File: config.mk
export PLATFORM = sky130hd
export DESIGN_NAME = gamepad_serial_poll_master_flat
export DESIGN_NICKNAME = d
export VERILOG_FILES = /design/src/design/gspm_pkg.sv /design/src/design/gspm_if.sv /design/src/design/gspm_core.sv /design/src/design/gamepad_serial_poll_master.sv /design/src/flat_wrapper.sv
export VERILOG_INCLUDE_DIRS = /design/src /design/src/design
export SDC_FILE = /design/constraint.sdc
export NUM_CORES = 1
export LEC_CHECK = 0
export CAP_MARGIN = 25
export CORE_MARGIN = 5
export CORE_UTILIZATION = 45
export DETAILED_ROUTE_END_ITERATION = 10
export DONT_BUFFER_PORTS = 1
export PLACE_DENSITY = 0.61
export SYNTH_ARGS = -nofsm -noshare
export SYNTH_HDL_FRONTEND = slang
export SYNTH_SLANG_ARGS = --single-unit
File: constraint.sdc
create_clock -name i_clk -period 13.1 [get_ports i_clk]
set_clock_uncertainty 0.05 [all_clocks]
set_input_delay 2.62 -clock i_clk [delete_from_list [all_inputs] [get_ports i_clk]]
set_output_delay 2.62 -clock i_clk [all_outputs]
set_load 0.01 [all_outputs]
File: src/design/gamepad_serial_poll_master_assert.svh
// ----------------------------------------------------------------------------
// Gamepad serial poll master: assertion macros
// Shared concurrent assertion forms, clocked on i_clk, off during reset.
// ----------------------------------------------------------------------------
`ifndef GAMEPAD_SERIAL_POLL_MASTER_ASSERT_SVH
`define GAMEPAD_SERIAL_POLL_MASTER_ASSERT_SVH

// expression holds at every edge
`define GSPM_ASSERT_ALWAYS(lbl, expr, msg) \
    lbl: assert property (@(posedge i_clk) disable iff (!i_rst_n) (expr)) else $error(msg);

// consequent holds at the edge after the antecedent
`define GSPM_ASSERT_NEXT(lbl, ante, cons, msg) \
    lbl: assert property (@(posedge i_clk) disable iff (!i_rst_n) (ante) |=> (cons)) \
        else $error(msg);

`endif

File: src/design/gspm_pkg.sv
// ----------------------------------------------------------------------------
// gspm_pkg
// Types, constants and command tables of the gamepad serial poll master.
// ----------------------------------------------------------------------------
package gspm_pkg;

    localparam int DEF_MAX_FRAME_BYTES = 9;
    localparam int DEF_TIMER_BITS      = 16;

    localparam int CFG_W     = 16;
    localparam int CFG_IDX_W = 2;
    localparam int CAP_BYTES = 6;

    // config register indexes
    localparam logic [CFG_IDX_W-1:0] REG_HALF_BIT  = 2'd0;
    localparam logic [CFG_IDX_W-1:0] REG_BYTE_GAP  = 2'd1;
    localparam logic [CFG_IDX_W-1:0] REG_FRAME_END = 2'd2;
    localparam logic [CFG_IDX_W-1:0] REG_FRAME_GAP = 2'd3;

    localparam logic [CFG_W-1:0] RST_HALF_BIT  = 16'd50;
    localparam logic [CFG_W-1:0] RST_BYTE_GAP  = 16'd100;
    localparam logic [CFG_W-1:0] RST_FRAME_END = 16'd1000;
    localparam logic [CFG_W-1:0] RST_FRAME_GAP = 16'd10000;

    // frame kinds
    localparam logic [1:0] FUNC_POLL       = 2'd0;
    localparam logic [1:0] FUNC_ENTER_CFG  = 2'd1;
    localparam logic [1:0] FUNC_EXIT_CFG   = 2'd2;
    localparam logic [1:0] FUNC_SET_ANALOG = 2'd3;

    // command bytes
    localparam logic [7:0] CMD_HEADER  = 8'h01;
    localparam logic [7:0] CMD_POLL    = 8'h42;
    localparam logic [7:0] CMD_CONFIG  = 8'h43;
    localparam logic [7:0] CMD_ANALOG  = 8'h44;
    localparam logic [7:0] CMD_PAD     = 8'h5A;
    localparam logic [7:0] CMD_LOCK    = 8'h03;
    localparam logic [7:0] CMD_ONE     = 8'h01;
    localparam logic [7:0] CMD_ZERO    = 8'h00;

    localparam logic [7:0] BUTTON_IDLE = 8'hFF;
    localparam logic [7:0] STICK_IDLE  = 8'd128;

    typedef struct packed {
        logic [CFG_W-1:0] half_bit_ticks;
        logic [CFG_W-1:0] byte_gap_ticks;
        logic [CFG_W-1:0] frame_end_ticks;
        logic [CFG_W-1:0] frame_gap_ticks;
    } t_cfg;

    typedef struct packed {
        logic       att_n;
        logic       cmd_out;
        logic       clk_out;
        logic       busy_res;
        logic       done_res;
        logic [7:0] buttons_low;
        logic [7:0] buttons_high;
        logic [7:0] right_x;
        logic [7:0] right_y;
        logic [7:0] left_x;
        logic [7:0] left_y;
    } t_res;

    function automatic logic [4:0] kind_len(input logic [1:0] kind);
        logic [4:0] len;
        case (kind)
            FUNC_ENTER_CFG: len = 5'd5;
            default:        len = 5'd9;
        endcase
        return len;
    endfunction

    // command byte idx of a frame kind; zero past the end
    function automatic logic [7:0] kind_byte(input logic [1:0] kind, input logic [3:0] idx);
        logic [7:0] b;
        b = CMD_ZERO;
        case (idx)
            4'd0: b = CMD_HEADER;
            4'd1: begin
                case (kind)
                    FUNC_POLL:       b = CMD_POLL;
                    FUNC_SET_ANALOG: b = CMD_ANALOG;
                    default:         b = CMD_CONFIG;
                endcase
            end
            4'd3: begin
                if (kind == FUNC_ENTER_CFG || kind == FUNC_SET_ANALOG) begin
                    b = CMD_ONE;
                end
            end
            4'd4: begin
                case (kind)
                    FUNC_EXIT_CFG:   b = CMD_PAD;
                    FUNC_SET_ANALOG: b = CMD_LOCK;
                    default:         b = CMD_ZERO;
                endcase
            end
            4'd5, 4'd6, 4'd7, 4'd8: begin
                if (kind == FUNC_EXIT_CFG) begin
                    b = CMD_PAD;
                end
            end
            default: b = CMD_ZERO;
        endcase
        return b;
    endfunction

endpackage

File: src/design/gspm_if.sv
// ----------------------------------------------------------------------------
// gspm_if
// Tick and result channels of the gamepad serial poll master.
// ----------------------------------------------------------------------------
interface gspm_in_if;
    logic       valid;
    logic       ready;
    logic       start_req;
    logic [1:0] func;
    logic       data_in;

    modport source (output valid, start_req, func, data_in, input ready);
    modport sink   (input valid, start_req, func, data_in, output ready);
endinterface

interface gspm_out_if;
    logic       valid;
    logic       ready;
    logic       att_n;
    logic       cmd_out;
    logic       clk_out;
    logic       busy_res;
    logic       done_res;
    logic [7:0] buttons_low;
    logic [7:0] buttons_high;
    logic [7:0] right_x;
    logic [7:0] right_y;
    logic [7:0] left_x;
    logic [7:0] left_y;

    modport source (output valid, att_n, cmd_out, clk_out, busy_res, done_res,
                    buttons_low, buttons_high, right_x, right_y, left_x, left_y,
                    input ready);
    modport sink   (input valid, att_n, cmd_out, clk_out, busy_res, done_res,
                    buttons_low, buttons_high, right_x, right_y, left_x, left_y,
                    output ready);
endinterface

File: src/design/gspm_core.sv
// ----------------------------------------------------------------------------
// gspm_core
// Link sequencer: advances one tick per accepted beat, gives the line levels.
// ----------------------------------------------------------------------------
module gspm_core import gspm_pkg::*; #(
    parameter int MAX_FRAME_BYTES = DEF_MAX_FRAME_BYTES,
    parameter int TIMER_BITS      = DEF_TIMER_BITS
) (
    input  logic       i_clk,
    input  logic       i_rst_n,
    input  logic       i_fire,
    input  logic       i_start,
    input  logic [1:0] i_func,
    input  logic       i_data,
    input  t_cfg       i_cfg,
    output t_res       o_res
);

    typedef enum logic [2:0] {
        PH_IDLE, PH_SETUP, PH_LOW, PH_GAP, PH_END, PH_FGAP
    } t_phase;

    localparam int CW = (TIMER_BITS > CFG_W) ? TIMER_BITS : CFG_W;
    localparam logic [CW-1:0]         TMAX_EXT = CW'((64'd1 << TIMER_BITS) - 64'd1);
    localparam logic [4:0]            MAXB     = 5'(MAX_FRAME_BYTES);
    localparam logic [TIMER_BITS-1:0] T_ONE    = TIMER_BITS'(1);

    // delays saturate at the timer's range
    function automatic logic [TIMER_BITS-1:0] clamp(input logic [CFG_W-1:0] v);
        logic [CW-1:0] ext;
        ext = CW'(v);
        if (ext > TMAX_EXT) begin
            ext = TMAX_EXT;
        end
        return ext[TIMER_BITS-1:0];
    endfunction

    t_phase                r_phase, n_phase;
    logic [1:0]            r_kind, n_kind;
    logic [TIMER_BITS-1:0] r_wait, n_wait;
    logic [3:0]            r_byte, n_byte;
    logic [2:0]            r_bit, n_bit;
    logic [7:0]            r_tx, n_tx;
    logic [7:0]            r_rx, n_rx;
    logic [7:0]            r_cap [CAP_BYTES];
    logic [7:0]            n_cap [CAP_BYTES];
    logic                  r_att, n_att;
    logic                  r_clk, n_clk;
    logic                  r_cmd, n_cmd;

    logic                  w_done;
    logic                  w_after;
    logic                  w_fgap;
    logic [TIMER_BITS-1:0] w_hb_wait;
    logic [TIMER_BITS-1:0] w_gap_wait;
    logic [TIMER_BITS-1:0] w_end_wait;
    logic [TIMER_BITS-1:0] w_fgap_wait;
    logic [4:0]            w_len;
    logic [4:0]            w_next_byte;
    logic [2:0]            w_cap_idx;

    assign w_hb_wait   = clamp((i_cfg.half_bit_ticks == '0) ? CFG_W'(1) : i_cfg.half_bit_ticks);
    assign w_gap_wait  = clamp(i_cfg.byte_gap_ticks);
    assign w_end_wait  = clamp(i_cfg.frame_end_ticks);
    assign w_fgap_wait = clamp(i_cfg.frame_gap_ticks);
    assign w_len       = (kind_len(r_kind) < MAXB) ? kind_len(r_kind) : MAXB;
    assign w_next_byte = {1'b0, r_byte} + 5'd1;
    assign w_cap_idx   = 3'(r_byte - 4'd3);

    always_comb begin
        n_phase = r_phase;
        n_kind  = r_kind;
        n_wait  = r_wait;
        n_byte  = r_byte;
        n_bit   = r_bit;
        n_tx    = r_tx;
        n_rx    = r_rx;
        n_cap   = r_cap;
        n_att   = r_att;
        n_clk   = r_clk;
        n_cmd   = r_cmd;
        w_done  = 1'b0;
        w_after = 1'b0;
        w_fgap  = 1'b0;

        if (i_fire) begin
            if (r_phase == PH_IDLE) begin
                if (i_start) begin
                    n_kind  = i_func;
                    n_byte  = '0;
                    n_att   = 1'b0;
                    n_clk   = 1'b1;
                    n_tx    = kind_byte(i_func, 4'd0);
                    n_rx    = '0;
                    n_bit   = '0;
                    n_cmd   = n_tx[0];
                    n_phase = PH_SETUP;
                    n_wait  = w_hb_wait;
                end
            end else if (r_wait > T_ONE) begin
                n_wait = r_wait - T_ONE;
            end else begin
                n_wait = '0;
                case (r_phase)
                    PH_SETUP: begin
                        n_clk   = 1'b0;
                        n_phase = PH_LOW;
                        n_wait  = w_hb_wait;
                    end
                    PH_LOW: begin
                        n_rx  = {i_data, r_rx[7:1]};
                        n_clk = 1'b1;
                        if (r_bit < 3'd7) begin
                            n_bit   = r_bit + 3'd1;
                            n_tx    = {1'b0, r_tx[7:1]};
                            n_cmd   = r_tx[1];
                            n_phase = PH_SETUP;
                            n_wait  = w_hb_wait;
                        end else begin
                            // polls keep bytes 3..8
                            if (r_kind == FUNC_POLL && r_byte >= 4'd3 && r_byte <= 4'd8) begin
                                n_cap[w_cap_idx] = n_rx;
                            end
                            n_wait = w_gap_wait;
                            if (w_gap_wait == '0) begin
                                w_after = 1'b1;
                            end else begin
                                n_phase = PH_GAP;
                            end
                        end
                    end
                    PH_GAP: begin
                        w_after = 1'b1;
                    end
                    PH_END: begin
                        n_att  = 1'b1;
                        w_fgap = 1'b1;
                    end
                    PH_FGAP: begin
                        n_phase = PH_IDLE;
                        w_done  = 1'b1;
                    end
                    default: begin
                        n_phase = PH_IDLE;
                    end
                endcase
            end
        end

        if (w_after) begin
            if (w_next_byte < w_len) begin
                n_byte  = w_next_byte[3:0];
                n_tx    = kind_byte(r_kind, w_next_byte[3:0]);
                n_rx    = '0;
                n_bit   = '0;
                n_cmd   = n_tx[0];
                n_phase = PH_SETUP;
                n_wait  = w_hb_wait;
            end else begin
                n_cmd = 1'b0;
                if (r_kind == FUNC_POLL) begin
                    n_att   = 1'b1;
                    n_phase = PH_IDLE;
                    w_done  = 1'b1;
                end else begin
                    n_wait = w_end_wait;
                    if (w_end_wait == '0) begin
                        n_att  = 1'b1;
                        w_fgap = 1'b1;
                    end else begin
                        n_phase = PH_END;
                    end
                end
            end
        end

        if (w_fgap) begin
            n_wait = w_fgap_wait;
            if (w_fgap_wait == '0) begin
                n_phase = PH_IDLE;
                w_done  = 1'b1;
            end else begin
                n_phase = PH_FGAP;
            end
        end
    end

    always_ff @(posedge i_clk) begin
        if (!i_rst_n) begin
            r_phase <= PH_IDLE;
            r_kind  <= '0;
            r_wait  <= '0;
            r_byte  <= '0;
            r_bit   <= '0;
            r_tx    <= '0;
            r_rx    <= '0;
            r_att   <= 1'b1;
            r_clk   <= 1'b1;
            r_cmd   <= 1'b0;
            r_cap[0] <= BUTTON_IDLE;
            r_cap[1] <= BUTTON_IDLE;
            for (int k = 2; k < CAP_BYTES; k++) begin
                r_cap[k] <= STICK_IDLE;
            end
        end else begin
            r_phase <= n_phase;
            r_kind  <= n_kind;
            r_wait  <= n_wait;
            r_byte  <= n_byte;
            r_bit   <= n_bit;
            r_tx    <= n_tx;
            r_rx    <= n_rx;
            r_att   <= n_att;
            r_clk   <= n_clk;
            r_cmd   <= n_cmd;
            r_cap   <= n_cap;
        end
    end

    // result of this tick: levels after the update
    always_comb begin
        o_res.att_n        = n_att;
        o_res.cmd_out      = n_cmd;
        o_res.clk_out      = n_clk;
        o_res.busy_res     = (n_phase != PH_IDLE);
        o_res.done_res     = w_done;
        o_res.buttons_low  = n_cap[0];
        o_res.buttons_high = n_cap[1];
        o_res.right_x      = n_cap[2];
        o_res.right_y      = n_cap[3];
        o_res.left_x       = n_cap[4];
        o_res.left_y       = n_cap[5];
    end

endmodule

File: src/design/gamepad_serial_poll_master.sv
// ----------------------------------------------------------------------------
// gamepad_serial_poll_master
// Pin-level master for a gamepad's synchronous serial link, one tick a beat.
// ----------------------------------------------------------------------------
//  channel   dir   beat contents
//  i_req     in    start_req, func, data_in (one timing tick)
//  o_res     out   att_n, cmd_out, clk_out, busy_res, done_res, captured bytes
//  i_cfg_*   in    write enable, register index, 16-bit data
//
//  One tick beat in, one result beat out; a new tick is taken every cycle
//  while i_req.ready is high. The sequencer updates its state in the cycle a
//  tick is accepted; that edge registers its result in the output stage.
//  A two-entry output stage (main + skid) keeps i_req.ready high while a
//  result waits; ready drops only when both entries are full.
//  Reset (sync, active low): idle, att_n and clk high, cmd low, buttons 0xFF,
//  sticks 128, config back to 50/100/1000/10000 ticks.
// ----------------------------------------------------------------------------
module gamepad_serial_poll_master import gspm_pkg::*; #(
    parameter int MAX_FRAME_BYTES = DEF_MAX_FRAME_BYTES,
    parameter int TIMER_BITS      = DEF_TIMER_BITS
) (
    input  logic                 i_clk,
    input  logic                 i_rst_n,
    gspm_in_if.sink              i_req,
    gspm_out_if.source           o_res,
    input  logic                 i_cfg_we,
    input  logic [CFG_IDX_W-1:0] i_cfg_idx,
    input  logic [CFG_W-1:0]     i_cfg_data
);

`include "gamepad_serial_poll_master_assert.svh"

    t_cfg r_cfg;
    t_res w_res;
    t_res r_main;
    t_res r_skid;
    logic r_main_vld;
    logic r_skid_vld;
    logic w_in_ready;
    logic w_in_fire;
    logic w_out_ready;

    assign w_in_ready  = !r_skid_vld;
    assign w_in_fire   = i_req.valid && w_in_ready;
    assign w_out_ready = o_res.ready;
    assign i_req.ready = w_in_ready;

    // configuration registers
    always_ff @(posedge i_clk) begin
        if (!i_rst_n) begin
            r_cfg.half_bit_ticks  <= RST_HALF_BIT;
            r_cfg.byte_gap_ticks  <= RST_BYTE_GAP;
            r_cfg.frame_end_ticks <= RST_FRAME_END;
            r_cfg.frame_gap_ticks <= RST_FRAME_GAP;
        end else if (i_cfg_we) begin
            case (i_cfg_idx)
                REG_HALF_BIT:  r_cfg.half_bit_ticks  <= i_cfg_data;
                REG_BYTE_GAP:  r_cfg.byte_gap_ticks  <= i_cfg_data;
                REG_FRAME_END: r_cfg.frame_end_ticks <= i_cfg_data;
                REG_FRAME_GAP: r_cfg.frame_gap_ticks <= i_cfg_data;
                default: ;
            endcase
        end
    end

    gspm_core #(
        .MAX_FRAME_BYTES (MAX_FRAME_BYTES),
        .TIMER_BITS      (TIMER_BITS)
    ) u_core (
        .i_clk   (i_clk),
        .i_rst_n (i_rst_n),
        .i_fire  (w_in_fire),
        .i_start (i_req.start_req),
        .i_func  (i_req.func),
        .i_data  (i_req.data_in),
        .i_cfg   (r_cfg),
        .o_res   (w_res)
    );

    // output stage: main register drives the port, skid catches a stalled beat
    always_ff @(posedge i_clk) begin
        if (!i_rst_n) begin
            r_main_vld <= 1'b0;
            r_skid_vld <= 1'b0;
        end else if (!r_main_vld || w_out_ready) begin
            if (r_skid_vld) begin
                r_main_vld <= 1'b1;
                r_skid_vld <= w_in_fire;
            end else begin
                r_main_vld <= w_in_fire;
            end
        end else if (w_in_fire) begin
            r_skid_vld <= 1'b1;
        end
    end

    always_ff @(posedge i_clk) begin
        if (!r_main_vld || w_out_ready) begin
            if (r_skid_vld) begin
                r_main <= r_skid;
                r_skid <= w_res;
            end else begin
                r_main <= w_res;
            end
        end else if (w_in_fire) begin
            r_skid <= w_res;
        end
    end

    assign o_res.valid        = r_main_vld;
    assign o_res.att_n        = r_main.att_n;
    assign o_res.cmd_out      = r_main.cmd_out;
    assign o_res.clk_out      = r_main.clk_out;
    assign o_res.busy_res     = r_main.busy_res;
    assign o_res.done_res     = r_main.done_res;
    assign o_res.buttons_low  = r_main.buttons_low;
    assign o_res.buttons_high = r_main.buttons_high;
    assign o_res.right_x      = r_main.right_x;
    assign o_res.right_y      = r_main.right_y;
    assign o_res.left_x       = r_main.left_x;
    assign o_res.left_y       = r_main.left_y;

    // the skid entry is only ever filled behind a held main entry
    `GSPM_ASSERT_ALWAYS(a_skid_behind_main, !r_skid_vld || r_main_vld, "skid full, main empty")
    // a beat taken while the port stalls must land in the skid entry
    `GSPM_ASSERT_NEXT(a_stall_to_skid, w_in_fire && r_main_vld && !w_out_ready, r_skid_vld, "stalled beat lost")
    // a finished frame leaves the link idle with attention released
    `GSPM_ASSERT_ALWAYS(a_done_idle, !w_res.done_res || (!w_res.busy_res && w_res.att_n), "done while active")

endmodule
File: src/flat_wrapper.sv
// flat-port wrapper written by rule: the top's interface ports become plain ports
module gamepad_serial_poll_master_flat import gspm_pkg::*;
#(
    parameter int MAX_FRAME_BYTES = DEF_MAX_FRAME_BYTES,
    parameter int TIMER_BITS      = DEF_TIMER_BITS
)
  (i_clk, i_rst_n, i_cfg_we, i_cfg_idx, i_cfg_data, i_req_valid, i_req_start_req, i_req_func, i_req_data_in, i_req_ready, o_res_valid, o_res_att_n, o_res_cmd_out, o_res_clk_out, o_res_busy_res, o_res_done_res, o_res_buttons_low, o_res_buttons_high, o_res_right_x, o_res_right_y, o_res_left_x, o_res_left_y, o_res_ready);
  gspm_in_if i_req_i ();
  gspm_out_if o_res_i ();
  input  logic i_clk;
  input  logic i_rst_n;
  input  logic i_cfg_we;
  input  logic [CFG_IDX_W-1:0] i_cfg_idx;
  input  logic [CFG_W-1:0] i_cfg_data;
  input wire logic [$bits(i_req_i.valid)-1:0] i_req_valid;
  input wire logic [$bits(i_req_i.start_req)-1:0] i_req_start_req;
  input wire logic [$bits(i_req_i.func)-1:0] i_req_func;
  input wire logic [$bits(i_req_i.data_in)-1:0] i_req_data_in;
  output wire logic [$bits(i_req_i.ready)-1:0] i_req_ready;
  output wire logic [$bits(o_res_i.valid)-1:0] o_res_valid;
  output wire logic [$bits(o_res_i.att_n)-1:0] o_res_att_n;
  output wire logic [$bits(o_res_i.cmd_out)-1:0] o_res_cmd_out;
  output wire logic [$bits(o_res_i.clk_out)-1:0] o_res_clk_out;
  output wire logic [$bits(o_res_i.busy_res)-1:0] o_res_busy_res;
  output wire logic [$bits(o_res_i.done_res)-1:0] o_res_done_res;
  output wire logic [$bits(o_res_i.buttons_low)-1:0] o_res_buttons_low;
  output wire logic [$bits(o_res_i.buttons_high)-1:0] o_res_buttons_high;
  output wire logic [$bits(o_res_i.right_x)-1:0] o_res_right_x;
  output wire logic [$bits(o_res_i.right_y)-1:0] o_res_right_y;
  output wire logic [$bits(o_res_i.left_x)-1:0] o_res_left_x;
  output wire logic [$bits(o_res_i.left_y)-1:0] o_res_left_y;
  input wire logic [$bits(o_res_i.ready)-1:0] o_res_ready;
  assign i_req_i.valid = i_req_valid;
  assign i_req_i.start_req = i_req_start_req;
  assign i_req_i.func = i_req_func;
  assign i_req_i.data_in = i_req_data_in;
  assign i_req_ready = i_req_i.ready;
  assign o_res_valid = o_res_i.valid;
  assign o_res_att_n = o_res_i.att_n;
  assign o_res_cmd_out = o_res_i.cmd_out;
  assign o_res_clk_out = o_res_i.clk_out;
  assign o_res_busy_res = o_res_i.busy_res;
  assign o_res_done_res = o_res_i.done_res;
  assign o_res_buttons_low = o_res_i.buttons_low;
  assign o_res_buttons_high = o_res_i.buttons_high;
  assign o_res_right_x = o_res_i.right_x;
  assign o_res_right_y = o_res_i.right_y;
  assign o_res_left_x = o_res_i.left_x;
  assign o_res_left_y = o_res_i.left_y;
  assign o_res_i.ready = o_res_ready;
  gamepad_serial_poll_master #(.MAX_FRAME_BYTES(MAX_FRAME_BYTES), .TIMER_BITS(TIMER_BITS)) u_core (.i_clk(i_clk), .i_rst_n(i_rst_n), .i_req(i_req_i), .o_res(o_res_i), .i_cfg_we(i_cfg_we), .i_cfg_idx(i_cfg_idx), .i_cfg_data(i_cfg_data));
endmodule
==> results.cfg <==
[run_status]
status = complete, no violations

[cts]
cts_sinks = 265
cts_tree = done
ctsResizeCount = 0
path_clk_slew_ns = 0.07
post_cts_buffers = 0
htree_num_levels = 1
cts_buffer_depth = 3
clkLatencyLatePin_ns = 0.55
cts_buffers = 28
cts_root_buffer = clkbuf_16
hold_buffers = 0

[sta]
hold_viol_final = 0
tightest_slew_ns = 1.00
tns_ns = 0
period_share_pct = 39.6
min_period_ns = 5.19
slew_headroom_pct = 33.1
rsz0062_at_grt = no
drv_slew = 0
max_freq_mhz = 193
setup_violations = 0
hold-worst-slack_ns = 0.383
worst_slack_ns = 7.91

[worst_setup_path]
cp.required_ns = 13.36
slowest_stage = nor2b_1
crit_arrival_ns = 5.44
worst_setup_path_end_kind = flop
reg2reg_from = u_core.u_core.r_byte[0]$_SDFF_PN0_
cp-startpoint = i_req_valid
cp-start-kind = primary input
cp_cell_sequence = nor2b_1 -> nand4_2 -> nor2_1 -> a31oi_1 -> nor3_1 -> o21ai_1 -> mux2_2
path_max_fanout = 12
worstSetupPathType = primary input to flop
critPathMaxStageDelay_ns = 0.67

[yosys]
synthCells = 1114
syn_area_mm2 = 0.0116
synth_ff_type = dfxtp_1
synth_seq_cells = 265
yosys_warnings = 0
avgSynthCellArea_um2 = 10.4
netlist.area_leader.share_pct = 27.4
synth-async-reset-ratio_pct = 0
ys_seq_area_share_pct = 54.8
synth_edf_count = 106
synthTopCellsByCount = nand2_1 (188), dfxtp_1 (159), edfxtp_1 (106)
synth_largest_area_cell = dfxtp_1
synth_fp_nets = 1156
yosysMostFrequentCell = nand2_1
synth_area_leaders = dfxtp_1 (27%), edfxtp_1 (27%), mux2_2 (8.1%)
yosys.cell_types.count = 73

[worst_hold_path]
min_from = u_core.u_core.r_tx[7]$_SDFF_PN0_
hold_path_class = flop to flop

[placement]
hpwl_um = 19700
place_congestion = 0.897
port_buffers = 0
dp_worst_setup_slack_ns = 7.49

[finish]
drive_gt1_share_pct = 17.7
synthToLayoutAreaGrowth_pct = 10.6
n_antenna_cell = 0
nets = 1134
fillCellCount = 2241

[power]
p_sw_share_pct = 24.6
power.share.sequential_pct = 48.4
ir_drop_uv = 102
p_clk_share_pct = 43.6
pwr-share-comb_pct = 8.0
p_per_area_mw_per_mm2 = 146
power_leakage_nw = 4.49
p_switching_mw = 0.461
internal_power_mw = 1.42

[floorplan]
coreArea_mm2 = 0.0253
start_util_pct = 45.9
die_y_um = 171
die_w_um = 171
core.rowCount = 58
design.die.area_mm2 = 0.0291
io_pins = 82

[global_route]
grt-ovfl-total = 0
grt_start_max_net_pins = 89
grt_pass1_vias = 8018
grt_pass1_wl_um = 46800
track_usage_pct = 20.0
antenna_found_initial = 0

[routing]
ant_nets = 0
drc_errors = 0
wl_per_cell_um = 20.5
drtIter0Drc = 703
drt_first_pass_iters = 5
wl_um = 29700
via_per_inst = 5.87
routed-via-count = 8478

[run]
maxCapViolations = 0
## stage by stage
step	std cells	power [mW]	util (%)	cell area [µm²]
after global routing	1444	1.95	50.7	12800
after CTS	1443	1.89	50.7	12800
after floorplan	1114	1.03	-	11600
final	1444	1.88	50.7	12800
after global placement	1391	1.07	46.9	11900
after detailed placement	1391	1.07	46.9	11900
## logic make-up (layout without fill, tap and decap cells)
family / Yosys count / after routing / share of synthesized area (%)
xor+xnor: 4 / 4 / 0.302
simple gates: 420 / 420 / 18.0
compound gates: 232 / 232 / 12.3
mux: 103 / 103 / 10.5
flops: 265 / 265 / 54.8
buf+inv: 75 / 75 / 2.53
fa+ha+maj: 15 / 15 / 1.62
## critical path, delay by kind of cell
family	cells	cell delay (ns)
compound gates	2	0.58
mux	1	0.28
simple gates	4	1.96
## path summary, 6_finish.rpt
path	to	slack, ns	cells after the start
min	u_core.u_core.r_tx[7]$_SDFF_PN0_	0.38	2
min reg2reg	u_core.u_core.r_tx[7]$_SDFF_PN0_	0.38	2
max	u_core.o_res.busy_res$_DFFE_PN_	7.91	7
max reg2reg	u_core.o_res.busy_res$_DFFE_PN_	8.89	10
## area by class of cell
type                    count  area [µm²]  share of cell area, %
clock buffers              31         733                   5.71
clock inverters            21         236                   1.84
inverters                  14        53.8                  0.419
multi-input cells         774        4980                   38.7
flip-flops and latches    265        6370                   49.6
well taps                 330         413                   3.21
repair buffers              9        67.6                  0.526
## power by group through the flow
stage | combinational, mW | clock, mW | sequential, mW
2_1_floorplan | 0.112 | 0 | 0.917
3_3_place_gp | 0.146 | 0 | 0.926
3_5_place_dp | 0.146 | 0 | 0.926
4_1_cts | 0.147 | 0.835 | 0.908
5_1_grt | 0.164 | 0.871 | 0.911
6_report | 0.150 | 0.819 | 0.908
## flip-flops by register name (all words and copies together), names as in the netlist, 4 cells and up
signal / cells
u_core.o_res.right_y: 8
u_core.u_core.r_tx: 7
u_core.o_res.buttons_low: 8
u_core.u_core.r_rx: 7
u_core.u_core.r_cap: 48
u_core.o_res.right_x: 8
u_core.o_res.left_y: 8
u_core.r_skid: 53
u_core.u_core.r_wait: 16
u_core.r_cfg: 64
u_core.u_core.r_byte: 4
u_core.o_res.left_x: 8
u_core.o_res.buttons_high: 8
## routing by layer
layer	vias up	global-route usage [%]	share of wire (%)
met1	4117	29.7	47
li1	4000	-	-
met5	-	0	0
met3	53	3.17	6.6
met4	0	5.10	2.4
met2	308	30.7	44
## layout by cell type (no fill, tap or decap), types with 22 or more instances in the layout
cell type,synthesis,layout
nand2_1,188,188
dfxtp_1,159,159
edfxtp_1,106,106
a21oi_1,98,98
mux2_2,84,84
nor2_1,42,42
nand3_1,38,38
o21ai_0,39,37
and2_1,33,33
clkbuf_16,0,29
a22oi_1,22,22
Power figures use the tool's default switching activity.
